===== src/hdl/tsp_pkg.sv =====
`timescale 1ns / 1ps
// ---------------------------------------------------------------------------
// tsp_pkg
// Shared types and codes of the triggered sample player: request kinds,
// register indexes and the configuration record.
// ---------------------------------------------------------------------------
package tsp_pkg;

   // request kinds
   localparam logic REQ_LOAD = 1'b0;
   localparam logic REQ_TICK = 1'b1;

   // register indexes on the csr port
   localparam logic REG_LOOP_MODE     = 1'b0;
   localparam logic REG_SAMPLE_LENGTH = 1'b1;

   localparam int ADDR_BITS   = 16;
   localparam int Q15_BITS    = 16;
   localparam int TRIG_BITS   = 4;
   localparam int LENGTH_BITS = 17;
   localparam int CSR_ADDR_BITS = 3;
   localparam int CSR_DATA_BITS = 32;

   typedef logic [ADDR_BITS-1:0]    addr_type;
   typedef logic signed [Q15_BITS-1:0] q15_type;
   typedef logic [TRIG_BITS-1:0]    trig_type;
   typedef logic [LENGTH_BITS-1:0]  length_type;

   // configuration seen by the playback logic
   typedef struct packed {
      logic       loop_mode;
      length_type sample_length;
   } cfg_type;

endpackage


===== src/hdl/tsp_csr.sv =====
`timescale 1ns / 1ps
// ---------------------------------------------------------------------------
// tsp_csr
// APB register file holding loop mode and sample length.
// ---------------------------------------------------------------------------
module tsp_csr (
   input  logic                               clock,
   input  logic                               reset,
   input  logic                               psel,
   input  logic                               penable,
   input  logic                               pwrite,
   input  logic [tsp_pkg::CSR_ADDR_BITS-1:0]  paddr,
   input  logic [tsp_pkg::CSR_DATA_BITS-1:0]  pwdata,
   output logic [tsp_pkg::CSR_DATA_BITS-1:0]  prdata,
   output logic                               pready,
   output tsp_pkg::cfg_type                   cfg
);

   logic                 loop_mode_ff;
   tsp_pkg::length_type  sample_length_ff;
   logic                 reg_index;
   logic                 wr_en;

   assign reg_index = paddr[2];
   assign wr_en     = psel & penable & pwrite;
   assign pready    = 1'b1;

   // register writes
   always_ff @(posedge clock) begin
      if (reset) begin
         loop_mode_ff     <= 1'b0;
         sample_length_ff <= '0;
      end else if (wr_en) begin
         unique case (reg_index)
            tsp_pkg::REG_LOOP_MODE:     loop_mode_ff     <= pwdata[0];
            tsp_pkg::REG_SAMPLE_LENGTH:
               sample_length_ff <= pwdata[tsp_pkg::LENGTH_BITS-1:0];
            default: ;
         endcase
      end
   end

   // read back
   always_comb begin
      prdata = '0;
      unique case (reg_index)
         tsp_pkg::REG_LOOP_MODE:     prdata[0] = loop_mode_ff;
         tsp_pkg::REG_SAMPLE_LENGTH:
            prdata[tsp_pkg::LENGTH_BITS-1:0] = sample_length_ff;
         default: ;
      endcase
   end

   assign cfg.loop_mode     = loop_mode_ff;
   assign cfg.sample_length = sample_length_ff;

endmodule


===== config.mk =====
export PLATFORM = sky130hd
export DESIGN_NAME = tsp_csr
export DESIGN_NICKNAME = d
export VERILOG_FILES = /design/src/hdl/tsp_pkg.sv /design/src/hdl/tsp_csr.sv
export SDC_FILE = /design/constraint.sdc
export NUM_CORES = 1
export LEC_CHECK = 0
export CORE_MARGIN = 1
export CORE_UTILIZATION = 61
export CTS_BUF_LIST = sky130_fd_sc_hd__clkbuf_8
export CTS_CLUSTER_SIZE = 16
export DETAILED_ROUTE_END_ITERATION = 6
export DONT_BUFFER_PORTS = 1
export PLACE_DENSITY = 0.75
export SYNTH_ARGS = -nofsm -noshare
export SYNTH_HDL_FRONTEND = slang
export SYNTH_SLANG_ARGS = --single-unit

===== constraint.sdc =====
create_clock -name clock -period 0.85 [get_ports clock]
set_input_delay 0.0425 -clock clock [delete_from_list [all_inputs] [get_ports clock]]
set_output_delay 0.0425 -clock clock [all_outputs]
set_load 0.05 [all_outputs]

==> metrics list, run 1 <==
- For this block, the via count after detailed routing is around 900.
- Leak Pwr: 0.000652 µW
- TritonCTS built the clock tree.
* Post-synthesis compound-gate area fraction: 0%
- The detailed router finished its first iteration with 15 violations.
- With fillers left out, the area of the finished cells amounts to about 1500 µm².
- Kind of cell with the highest combined delay on the critical path: multiplexers
* Power per cell area: around 1300 nW/µm²
* Clk sink count: 18
- Detailed Route WL: 3.01 mm
* Hold WC Path Type: primary input to flip-flop
- Number of nets in the finished design: 196
- Post-route DRC: 5
- Num CTS Buffers: 3
- Root buffer selected by CTS: sky130_fd_sc_hd__clkbuf_8
* Count of port buffers added during placement: 0
- Main combinational cell family by area after synthesis: simple AND/OR/NAND/NOR gates
- Final Wtd Congestion: 0.655
- Initial Util: between 60 and 70%
* Share of synthesized area spent on multiplexers: 17.8%
- Critical path buffers and inverters: 0
- Entering global routing, the biggest net connects 36 pins.
- For the worst setup path, the data required time is 0.81 ns.
* Simple-gate share of the synthesized area: between 30% and 40%
* Distinct cells, synth: 13
- Fraction of layout instances using a drive strength above 1: 42.9%
- Counting I/O delays and the setup requirement, the final critical path takes 0.970 ns.
* Hold-fix buffers, CTS: 17
- Inserted Diodes: 0
* Total setup violations reported at the end of the flow: 18
- The region available for standard cell placement spans 1580 µm².
- Max Transition Viols Final: 0
* Chip Height: approximately 44 µm
- A synthesized cell averages 9.37 µm².
- Standard-cell row count: 14
- Worst setup path category: flip-flop to output pin
* Setup slack after layout: -0.120 ns
* Cell area after technology mapping: 1080 µm²
* Data arrival at the endpoint of the critical path: between 0.9 and 1 ns
* Number of hold violations in the final report: 13
* Setup repair after global routing missed its margin: yes
- After global routing the overflow that remains totals 0.
* Synth Area in XOR/XNOR: 0%
- Clock-pin slew reported for the worst setup and hold paths after clock tree synthesis: approximately 0.06 ns
* Detailed-placement wirelength estimate: between 1 and 1.5 mm
* Seq/Total Area, Yosys: 33.4%
* Achievable Freq: 1030 MHz
- The highest metal layer carrying signal wires in the routed design is met4.
* Number of antenna violations at the first check in global routing: 0
- Met2 WL: 1.65 mm
- Across the run, the number of max-cap violations was 0.
* Clock latency of the later-clocked register in the worst-skew pair: 0.24 ns
- Number of global-route vias before repair: 813
- Of all nets on the critical path, the largest fanout is 3.
- Area growth from synthesis to final layout: 37.4%
- Final Total Pwr: 1940 µW
- The checks that failed: DRC, hold timing, setup timing.
- Final core utilization: between 90% and 100%
- Ranking of synthesized cells by area: sky130_fd_sc_hd__dfxtp_1 33%, sky130_fd_sc_hd__nand2b_1 20%, sky130_fd_sc_hd__mux2i_1 17%
* Crit path largest cell delay: 0.35 ns
- During I/O placement, the number of pins put on the boundary was 91.
* Routed length per instance: 17.7 µm
* First-pass GRT wire length: approximately 3.7 mm
- Share of the synthesized area in the top cell type: 33.4%
- Run status: complete, but fails checks
- Detailed routing placed a total of 234 µm of wire on met3.
- The floorplan step set the die width to 44.0 µm.
- CTS built an H-tree with a depth of 1.
* Flip-flop and latch count after synthesis: 18
- Startpoint Class: flip-flop
- The longest clock path from root to sink contains 2 buffers.
- Met1 routed wirelength after detailed routing: 1.03 mm
- Number of warnings issued by yosys: 0
- Area after detailed placement: 1190 µm²
- Synthesis produced 115 cells.
- Worst-case clock skew: 0 ns
- The tightest hold path in the finished design has a slack of -0.0240 ns.
- First-pass detailed-route iteration total: 6
- Adder-cell share of the synthesized area: 0%
- STA classifies the critical path endpoint as an output pin.
- The largest individual stage delay along the critical path comes from the cell sky130_fd_sc_hd__mux2_4.
- Number of nets with antenna violations after routing: 0
- The floorplan step defined a die boundary enclosing 1940 µm².
- Cell taking the most area after synthesis: sky130_fd_sc_hd__dfxtp_1
- Across every metal layer, demand over resource in global routing totals 25.9%.
- The signal on the critical path passes through mux2_4.
- Detailed-route vias per instance: 5.33
* Post-route clock period utilization: 114%
* Max rail drop VDD: 0.00107 V
cell usage after synthesis:
cell type,count
sky130_fd_sc_hd__dfxtp_1,18
sky130_fd_sc_hd__nand2b_1,35
sky130_fd_sc_hd__and2_2,6
sky130_fd_sc_hd__nand4b_1,1
sky130_fd_sc_hd__and4_1,1
sky130_fd_sc_hd__mux2i_1,18
sky130_fd_sc_hd__buf_12,1
sky130_fd_sc_hd__and2_1,10
sky130_fd_sc_hd__buf_4,17
sky130_fd_sc_hd__buf_6,1
sky130_fd_sc_hd__clkbuf_1,4
sky130_fd_sc_hd__mux2_2,1
sky130_fd_sc_hd__conb_1,2
registers in the layout, summed over array words and instances (netlist names):
| name | flops |
|---|---|
| loop_mode_ff | 1 |
| sample_length_ff | 17 |
stage by stage:
step           cells  TNS [ns]  worst slack (ns)
2_1_floorplan    129   -0.0296           -0.0296
3_3_place_gp     141         0             0.124
3_5_place_dp     141         0             0.115
4_1_cts          166    -0.343            -0.109
5_1_grt          170    -0.948            -0.139
6_report         170    -0.469            -0.120
where the power goes:
group | leakage (µW) | internal, µW | total (µW) | switching (µW)
sequential | 0.000154 | 866 | 882 | 16.6
combinational | 0.000476 | 159 | 486 | 327
clock | 0.0000216 | 314 | 570 | 256
total | 0.000652 | 1340 | 1940 | 600
logic make-up (layout without fill, tap and decap cells):
kind of cell,Yosys count,count (layout)
DFF,18,18
other,2,16
and+or+nand+nor,53,53
buffers and inverters,23,48
muxes,19,19
per-layer routing:
metal / global-route usage [%] / up-vias
met2: 52.4 / 62
li1: - / 406
met5: 0 / -
met1: 26.5 / 428
met4: 7.27 / 0
met3: 4.49 / 10
placed cells by master, fill, tap and decap left out:
cell	instances
sky130_fd_sc_hd__buf_12	1
sky130_fd_sc_hd__buf_6	3
sky130_fd_sc_hd__nand2b_1	35
sky130_fd_sc_hd__buf_4	24
sky130_fd_sc_hd__dlygate4sd3_1	17
sky130_fd_sc_hd__dfxtp_2	18
sky130_fd_sc_hd__mux2_4	1
sky130_fd_sc_hd__mux2i_1	18
sky130_fd_sc_hd__and2_4	16
sky130_fd_sc_hd__nand4b_1	1
sky130_fd_sc_hd__conb_1	16
sky130_fd_sc_hd__clkbuf_8	3
sky130_fd_sc_hd__and4_1	1
final cells by class:
cell class                      count  area [µm²]
Sequential cell                    18         383
Clock buffer                        3        41.3
Fill cell                          46        96.3
Multi-Input combinational cell     88         632
Timing Repair Buffer               45         404
Tap cell                           16        20.0
path summary, 6_finish.rpt:
| path | from | slack (ns) | endpoint | cells past startpoint |
|---|---|---|---|---|
| worst min-delay path | reset | -0.02 | sample_length_ff[1]$_SDFFE_PP0P_ | 2 |
| worst max-delay path | sample_length_ff[0]$_SDFFE_PP0P_ | -0.12 | prdata[0] | 1 |
| worst max register to register | sample_length_ff[14]$_SDFFE_PP0P_ | 0.11 | sample_length_ff[14]$_SDFFE_PP0P_ | 3 |
| worst min register to register | sample_length_ff[1]$_SDFFE_PP0P_ | 0.49 | sample_length_ff[1]$_SDFFE_PP0P_ | 2 |
what timing repair did:
item	in CTS	in global routing
pin swaps	4	8
setup buffers	5	4
hold endpoints to repair	18	16
endpoints found under the setup margin	18	24
gates resized for setup	3	2
Power figures use the tool's default switching activity.
==> run 2, diff against run 1 <==
--- a/config.mk
+++ b/config.mk
@@ -7,7 +7,7 @@
 export LEC_CHECK = 0
 export CORE_MARGIN = 1
 export CORE_UTILIZATION = 61
-export CTS_BUF_LIST = sky130_fd_sc_hd__clkbuf_8
+export CTS_BUF_LIST = sky130_fd_sc_hd__clkbuf_4
 export CTS_CLUSTER_SIZE = 16
 export DETAILED_ROUTE_END_ITERATION = 6
 export DONT_BUFFER_PORTS = 1
==> run 2 against run 1 <==
Against the previous run:
- the run now fails in global routing (5_1_grt)
- synthesized cell count unchanged
- synthesized area unchanged
==> metrics list, run 2 <==
- Ranking of synthesized cells by area: sky130_fd_sc_hd__dfxtp_1 33%, sky130_fd_sc_hd__nand2b_1 20%, sky130_fd_sc_hd__mux2i_1 17% (unchanged).
* Stage where the run ended: global routing (5_1_grt)
- Synth Area in XOR/XNOR: 0% (unchanged)
- The adder-cell share of the synthesized area is 0% (unchanged).
- Post-synthesis compound-gate area fraction: 0% (unchanged)
- After the last repair the worst path ends at a primary output.
- Distinct cells, synth: 13 (unchanged)
* Number of warnings issued by yosys: 0 (unchanged)
* Commonest cells in the synthesized netlist: 35 x sky130_fd_sc_hd__nand2b_1, 18 x sky130_fd_sc_hd__dfxtp_1, 18 x sky130_fd_sc_hd__mux2i_1, 17 x sky130_fd_sc_hd__buf_4, 10 x sky130_fd_sc_hd__and2_1 (unchanged)
- Root buffer selected by CTS: sky130_fd_sc_hd__clkbuf_4 (was sky130_fd_sc_hd__clkbuf_8)
- The detailed placement HPWL was 1.29 mm (unchanged).
- The library cell with the highest instance count after synthesis is sky130_fd_sc_hd__nand2b_1 (unchanged).
* Flip-flop and latch count after synthesis: 18 (unchanged)
- The tool reported: "[ERROR DPL-0033] detailed placement checks failed during check placement".
- Count of pins on the block boundary: 91 (unchanged)
* Synth async-reset ratio: 0% (unchanged)
- The vertical extent of the die is 44.0 µm (unchanged).
- Area after detailed placement: 1190 µm² (unchanged)
- Count of port buffers added during placement: 0 (unchanged)
* Cell taking the most area after synthesis: sky130_fd_sc_hd__dfxtp_1 (unchanged)
* Simple-gate share of the synthesized area: 31.9% (unchanged)
- Count of H-tree levels built during CTS: 1 (unchanged)
- Bufs on Longest Clock Path: 2 (unchanged)
* Initial Util: 68.3% (unchanged)
- Main combinational cell family by area after synthesis: simple AND/OR/NAND/NOR gates (unchanged)
- Share of synthesized area spent on multiplexers: 17.8% (unchanged)
* Average cell area after synthesis: 9.37 µm² (unchanged)
- Die X: 44.0 µm (unchanged)
- Run status: did not finish (was complete, but fails checks)
* Number of enable flip-flop cells after synthesis: 0 (unchanged)
- Mapped Cells: 115 (unchanged)
* Number of antenna violations at the first check in global routing: 0
- The total number of placement rows came to 14 (unchanged).
* Pin count of the biggest net entering global routing: 36
- Cell area after technology mapping: 1080 µm² (unchanged)
- Post-synth top flop: sky130_fd_sc_hd__dfxtp_1 (unchanged)
- Final Wtd Congestion: 0.655 (unchanged)
- The top-area cell type share of the netlist area came to 33.4% (unchanged).
- Seq/Total Area, Yosys: 33.4% (unchanged)
- Num CTS Buffers: 3 (unchanged)
- The total number of clock tree sinks was 18 (unchanged).
- Worst setup endpoint GRT: prdata[0]
==> run 2: cell counts after synthesis <==
No cell type changed its count.
==> run 2: metrics by stage <==
| step | worst slack, ns | instances | hold WS, ns |
|---|---|---|---|
| after CTS | -0.157 | 166 | -0.0814 |
| after detailed placement | 0.115 | 141 | 0.198 |
| after global placement | 0.124 | 141 | 0.193 |
| after floorplan | -0.0296 | 129 | 0.190 |
==> run 2: cells by family after synthesis <==
family | Yosys count
mux | 19
buf+inv | 23
other cells | 2
flops | 18
simple gates | 53
==> run 2: repair_timing <==
action | 4_1_cts
resized for setup | 20
buffers inserted | 5
hold buffers | 17
endpoints found under the setup margin | 35
pin swaps | 4
hold endpoints to repair | 18
==> run 3, diff against run 2 <==
==> config.mk (replaced) <==
export PLATFORM = sky130hd
export DESIGN_NAME = tsp_csr
export DESIGN_NICKNAME = d
export VERILOG_FILES = /design/src/hdl/tsp_pkg.sv /design/src/hdl/tsp_csr.sv
export SDC_FILE = /design/constraint.sdc
export NUM_CORES = 1
export LEC_CHECK = 0
export CORE_AREA = 2 2 63 65
export DETAILED_ROUTE_END_ITERATION = 6
export DIE_AREA = 0 0 65 67
export DONT_BUFFER_PORTS = 1
export PLACE_DENSITY_LB_ADDON = 0.15
export SYNTH_ARGS = -nofsm -noshare
export SYNTH_HDL_FRONTEND = slang
export SYNTH_SLANG_ARGS = --single-unit
==> run 3 against run 2 <==
Against the previous run:
- the flow now finishes, with violations (hold timing, setup timing)
==> metrics list, run 3 (synthesis results as in run 1) <==
* Critical-path cell list: mux2_4
* Area taken by multi-input logic gates: 632 µm²
- Most common library cell in the layout ignoring fill and taps: sky130_fd_sc_hd__nand2b_1
* Hold WC Path Type: primary input to flip-flop
- Initial Util: 29.9% (was 68.3%)
- Count of non-filler cells in the finished layout: 203
* Total setup violations reported at the end of the flow: 18
- The number of buffers inserted during clock tree synthesis is 3 (unchanged).
- Sequential cells burn 43.1% of the power.
- Combinational group share of total power: 23.3%
* Number of hold violations in the final report: 18
- Drt first-iter violations: 16
* Number of global-route vias before repair: 754
* Clock latency of the later-clocked register in the worst-skew pair: 0.25 ns
- The detailed placement HPWL came to 1.53 mm (was 1.29 mm).
- sample_length_ff holds more flip-flops than any other register.
- The internal power of the cells totals 1440 µW.
- The deepest level of the CTS H-tree was 1 (unchanged).
- Worst-case clock skew: 0 ns
* First-pass detailed-route iteration total: 4
- In the final layout, the registers with the most flip-flops are sample_length_ff x17, loop_mode_ff x1.
- # placed instances: 173 (was 141)
- Setup repair after global routing could not meet its margin everywhere.
* Detailed-route vias per instance: 4.11
* Switching pwr: 605 µW
- Setup slack after layout: -0.113 ns
- The total number of clock tree sinks was 18 (unchanged).
- After clock tree synthesis, the clock-pin slew on the worst setup and hold paths is 0.07 ns.
- Of all nets on the critical path, the largest fanout is 3.
* Hold-fix buffers, CTS: 17 (unchanged)
* First-pass GRT wire length: 3.50 mm
- Counting I/O delays and the setup requirement, the final critical path takes 0.963 ns.
* Number of antenna violations at the first check in global routing: 0
- The tool flagged a number of max-cap violations equal to 0.
- Post-route DRC: 0
- The filler cells instantiated in the layout total 365.
- TritonCTS built the clock tree.
* Die area: 4360 µm²
- For the worst setup path, the data arrival time is 0.92 ns.
- Kind of cell with the highest combined delay on the critical path: multiplexers
* Area of the core: 3610 µm²
- Routed length per instance: 11.9 µm
* Slowest cell on the critical path: sky130_fd_sc_hd__mux2_4
- Count of port buffers added during placement: 0 (unchanged)
* Bufs on Longest Clock Path: 2 (unchanged)
- The number of antenna diodes in the final layout is 0.
- Run status: complete, but fails checks (was did not finish)
- IR analysis of the VDD net gives a maximum drop of between 0.0006 and 0.0007 V.
- The total number of placement rows was 22 (was 14).
- After layout, the design draws a total of 2050 µW.
* Required time of the critical path: roughly 0.8 ns
* Post-route clock period utilization: 113%
* Clock network fraction of total power: 33.6%
- Critical path buffers and inverters: 0
- The vertical extent of the die came to 67 µm (was 44.0 µm).
- Violations in the final reports: hold timing, setup timing
* CP Capture Type: output pin
- Detailed Route WL: about 2.4 mm
- For this run, the post-layout net count is between 150 and 200.
- Cells fill 43.5% of the core in the end.
- Hold WS: -0.0441 ns
- Storage cell area: between 300 and 400 µm²
* Worst setup path category: flip-flop to output pin
- The number of top-level pins came to 91 (unchanged).
* Die X: 65 µm (was 44.0 µm)
* Global Route Usage Sum: a little over a tenth
- Crit path largest cell delay: between 0.3 and 0.4 ns
* Fraction of layout instances using a drive strength above 1: a little over two fifths
* Final Wtd Congestion: 0.594 (was 0.655)
* Achievable Freq: 1040 MHz
* Power per cell area: 1310 nW/µm²
* Startpoint Class: flip-flop
- Max Transition Viols Final: 0
* Switching fraction of total power: approximately 30%
* Via Count: approximately 830
- The clock root buffer master is sky130_fd_sc_hd__clkbuf_8 (was sky130_fd_sc_hd__clkbuf_4).
- The top cell types in the final layout, fill and taps aside, are 35 x sky130_fd_sc_hd__nand2b_1, 18 x sky130_fd_sc_hd__mux2i_1, 18 x sky130_fd_sc_hd__dfxtp_2.
- Relative to the synthesized area, the layout overhead comes to 45.5%.
* Max FFs per register: 17
- Global route overflow: 0
- The count of nets left with antenna violations once routing finished came out at 0.
- Summed over all cells, the static leakage comes to ~0.00067 µW.
* Pre-CTS worst setup slack: 0.0512 ns (was 0.115 ns)
- Entering global routing, the biggest net connects 36 pins.
## run 3: final cells by class
cell class | count | area share (%)
Sequential cell | 18 | 24.4
Multi-Input combinational cell | 88 | 40.3
Clock buffer | 4 | 3.51
Timing Repair Buffer | 45 | 27.9
Tap cell | 48 | 3.83
## run 3: repair_timing
| item | CTS | global route |
|---|---|---|
| setup endpoints to repair | 18 | 32 |
| hold endpoints to repair | 18 | 17 |
| pin swaps | 3 | 8 |
| resized for setup | 3 | 11 |
| buffers inserted | 4 | 5 |
## run 3: worst paths after layout
kind | to | cells past startpoint | from | slack (ns)
hold reg to reg | sample_length_ff[7]$_SDFFE_PP0P_ | 2 | sample_length_ff[7]$_SDFFE_PP0P_ | 0.48
setup / recovery | prdata[0] | 1 | sample_length_ff[0]$_SDFFE_PP0P_ | -0.11
setup reg to reg | sample_length_ff[4]$_SDFFE_PP0P_ | 3 | sample_length_ff[4]$_SDFFE_PP0P_ | 0.12
hold / removal | sample_length_ff[9]$_SDFFE_PP0P_ | 2 | reset | -0.04
## run 3: metal layers
layer / wire, µm / global-route usage [%]
met3: 172 / 3.04
met4: 0 / 2.39
met1: 1050 / 12.5
met2: 1190 / 18.9
met5: 0 / 0
## run 3: through the flow
stage | hold WS [ns] | setup TNS (ns) | cell area [µm²]
after floorplan | 0.190 | -0.0296 | 1190
after global placement | 0.196 | 0 | 1230
after detailed placement | 0.200 | 0 | 1230
after CTS | -0.0495 | -0.566 | 1490
after global routing | -0.0440 | -1.09 | 1570
final | -0.0441 | -0.558 | 1570
## run 3: power groups by stage
stage	clock (µW)	combinational [µW]	sequential, µW
floorplan	0	367	958
global placement	0	389	898
detailed placement	0	390	899
CTS	720	462	879
global route	750	497	884
finish	688	476	882
==> run 4, diff against run 3 <==
--- a/config.mk
+++ b/config.mk
@@ -9,7 +9,7 @@
 export DETAILED_ROUTE_END_ITERATION = 6
 export DIE_AREA = 0 0 65 67
 export DONT_BUFFER_PORTS = 1
-export PLACE_DENSITY_LB_ADDON = 0.15
+export PLACE_DENSITY = 0.55
 export SYNTH_ARGS = -nofsm -noshare
 export SYNTH_HDL_FRONTEND = slang
 export SYNTH_SLANG_ARGS = --single-unit
==> run 4 against run 3 <==
Against the previous run:
- the flow still finishes with violations (hold timing, setup timing)
- largest power group unchanged
- via count up 1.8%
- combinational power about the same
- sequential power about the same
- cell count down 0.49%
- clock power about the same
==> metrics list, run 4 (synthesis results as in run 1) <==
- Run status: complete, but fails checks (unchanged)
- Clock-pin slew reported for the worst setup and hold paths after clock tree synthesis: 0.07 ns (about the same)
- Final Total Pwr: 2050 µW (about the same)
- Critical path buffers and inverters: 0 (unchanged)
* Final Cell Area: 1570 µm² (unchanged)
- Worst R2R Setup Slack: 0.15 ns (was 0.12 ns)
- The reported leakage power came to 0.000662 µW (was 0.000666 µW).
- Clock latency of the later-clocked register in the worst-skew pair: 0.24 ns (was 0.25 ns)
* Detailed-route vias per instance: 4.20 (was 4.11)
- Max FFs per register: 17 (unchanged)
- First-pass GRT wire length: 3.50 mm (unchanged)
* Max rail drop VDD: 0.000512 V (was 0.000669 V)
* Setup slack after layout: -0.107 ns (was -0.113 ns)
- The worst-case setup slack after placement is 0.0633 ns (was 0.0512 ns).
- Final Wtd Congestion: 0.567 (was 0.594)
- Data arrival at the endpoint of the critical path: 0.91 ns (was 0.92 ns)
- Startpoint Class: flip-flop (unchanged)
- Worst-case clock skew: 0 ns (unchanged)
- Largest regs: sample_length_ff x17, loop_mode_ff x1 (unchanged)
- Initial Util: 29.9% (unchanged)
* CP Capture Type: output pin (unchanged)
* Count of port buffers added during placement: 0 (unchanged)
- The number of maximum-capacitance constraint violations is 0 (unchanged).
* Critical-path cell list: mux2_4 (unchanged)
- Global Route Usage Sum: 10.6% (about the same)
- The post-route fraction of the period consumed by the critical path is 113% (about the same).
* Area of the core: 3610 µm² (unchanged)
- The origin of the critical flop-to-flop path was sample_length_ff[10]$_SDFFE_PP0P_ (was sample_length_ff[4]$_SDFFE_PP0P_).
* Total setup violations reported at the end of the flow: 18 (unchanged)
- Area after detailed placement: 1230 µm² (unchanged)
* Max Transition Viols Final: 0 (unchanged)
- Required time of the critical path: 0.81 ns (about the same)
- Number of global-route vias before repair: 786 (was 754)
- Detailed Route WL: 2.29 mm (was 2.41 mm)
* Bufs on Longest Clock Path: 2 (unchanged)
- Clock tree from TritonCTS: done (unchanged)
- The die footprint is 4360 µm² (unchanged).
- The total instance count after detailed placement came to 173 (unchanged).
- Kind of cell with the highest combined delay on the critical path: multiplexers (unchanged)
- The fraction of final layout cells sized beyond drive strength 1 was 42.9% (was 43.2%).
- The clock root buffer master is sky130_fd_sc_hd__clkbuf_8 (unchanged).
* Achievable Freq: 1050 MHz (was 1040 MHz)
- Inserted Diodes: 0 (unchanged)
* Drt first-iter violations: 14 (was 16)
- Routed length per instance: 11.3 µm (was 11.9 µm)
- Pin count of the biggest net entering global routing: 36 (unchanged)
- The sum of negative setup slack was -0.498 ns (was -0.558 ns).
- The path class of the lowest-slack min-delay path is primary input to flip-flop (unchanged).
- Via Count: 849 (was 834)
* Total stage count of the critical path: 1 (unchanged)
- Clk sink count: 18 (unchanged)
* Hold WS: -0.0373 ns (was -0.0441 ns)
* Global route overflow: 0 (unchanged)
- Top library cells by usage in the layout, fill and taps aside: 35 x sky130_fd_sc_hd__nand2b_1, 18 x sky130_fd_sc_hd__mux2i_1, 18 x sky130_fd_sc_hd__dfxtp_2 (unchanged).
- Number of nets in the finished design: 195 (was 196)
- The highest cell delay on the worst timing path is 0.35 ns (was 0.34 ns).
* Count of non-filler cells in the finished layout: 202 (was 203)
- The initial antenna violation count came to 0 (unchanged).
* Final critical delay including setup and external delays: 0.957 ns (was 0.963 ns)
- Area growth from synthesis to final layout: 45.5% (unchanged)
* Num CTS Buffers: 3 (unchanged)
- Number of nets with antenna violations after routing: 0 (unchanged)
* Register name with the most flops: sample_length_ff (unchanged)
- Count of H-tree levels built during CTS: 1 (unchanged)
- The total number of placement rows came to 22 (unchanged).
- Power per cell area: 1300 nW/µm² (was 1310 nW/µm²)
- The final hold violation count was 18 (unchanged).
* Depth of the worst register-to-register path: 3 (unchanged)
* Critical Path End: prdata[0] (unchanged)
- First-pass detailed-route iteration total: 2 (was 4)
- The maximum fanout encountered on the critical timing path came to 2 (was 3).
* Count of pins on the block boundary: 91 (unchanged)
* Detailed-placement wirelength estimate: 1.51 mm (was 1.53 mm)
- Hold-fix buffers, CTS: 17 (unchanged)
* Chip Height: 67 µm (unchanged)
- Setup repair after global routing missed its margin: yes (unchanged)
- Most common library cell in the layout ignoring fill and taps: sky130_fd_sc_hd__nand2b_1 (unchanged)
* Capturing point of the worst reg2reg path: sample_length_ff[10]$_SDFFE_PP0P_ (was sample_length_ff[4]$_SDFFE_PP0P_)
- Critical path origin: loop_mode_ff$_SDFFE_PP0P_ (was sample_length_ff[0]$_SDFFE_PP0P_)
* Die X: 65 µm (unchanged)
* Worst setup path category: flip-flop to output pin (unchanged)
* Slowest cell on the critical path: sky130_fd_sc_hd__mux2_4 (unchanged)
- The residual DRC count came to 0 (unchanged).
- Violations in the final reports: hold timing, setup timing (unchanged)
## run 4: changes by cell type in the layout (fill, tap and decap cells not counted), sizes merged
cell  previous run  this run
buf             28        27
## run 4: how the worst min path moves through the flow
stage                    start                                end  slack [ns]  cells past startpoint
floorplan           pwdata[10]  sample_length_ff[10]$_SDFFE_PP0P_        0.19                      2
global placement    pwdata[11]  sample_length_ff[11]$_SDFFE_PP0P_        0.19                      2
detailed placement   pwdata[5]   sample_length_ff[5]$_SDFFE_PP0P_        0.20                      2
CTS                      reset   sample_length_ff[9]$_SDFFE_PP0P_       -0.04                      2
global route             reset   sample_length_ff[6]$_SDFFE_PP0P_       -0.04                      2
finish                   reset   sample_length_ff[9]$_SDFFE_PP0P_       -0.04                      2
## run 4: cell type report
| type | count | area, µm² |
|---|---|---|
| Clock buffer | 4 | 55.1 |
| Fill cell | 349 | 2040 |
| Multi-Input combinational cell | 88 | 632 |
| Sequential cell | 18 | 383 |
| Tap cell | 48 | 60.1 |
| Timing Repair Buffer | 44 | 438 |
## run 4: worst reg2reg max path, cell delays in order (launching register included)
cell	delay, ns
sky130_fd_sc_hd__dfxtp_2	0.35
sky130_fd_sc_hd__buf_4	0.10
sky130_fd_sc_hd__nand2b_1	0.04
sky130_fd_sc_hd__mux2i_1	0.12
## run 4: per-layer routing
layer / wire length (µm) / track usage (%) / vias up / share of wire, %
li1: - / - / 406 / -
met1: 900 / 11.9 / 396 / 39
met2: 1190 / 19.3 / 45 / 52
met3: 169 / 1.52 / 2 / 7.4
met4: 27 / 5.59 / 0 / 1.2
met5: 0 / 0 / - / 0
## run 4: what timing repair did
action / CTS / global route
endpoints found under the hold margin: 18 / 18
pin swaps: 3 / 7
setup endpoints to repair: 18 / 33
resized for setup: 3 / 13
setup buffers: 4 / 4
## run 4: where the power goes
group          leakage (µW)  internal (µW)  switching, µW
Clock             0.0000288            411            278
Combinational      0.000479            164            311
Sequential         0.000154            865           16.0
## run 4: per-stage QoR
| step | hold slack, ns | util [%] |
|---|---|---|
| global placement | 0.193 | 34.0 |
| global route | -0.0419 | 43.5 |
| detailed placement | 0.199 | 34.0 |
| CTS | -0.0449 | 41.3 |
| finish | -0.0373 | 43.5 |
| floorplan | 0.190 | - |
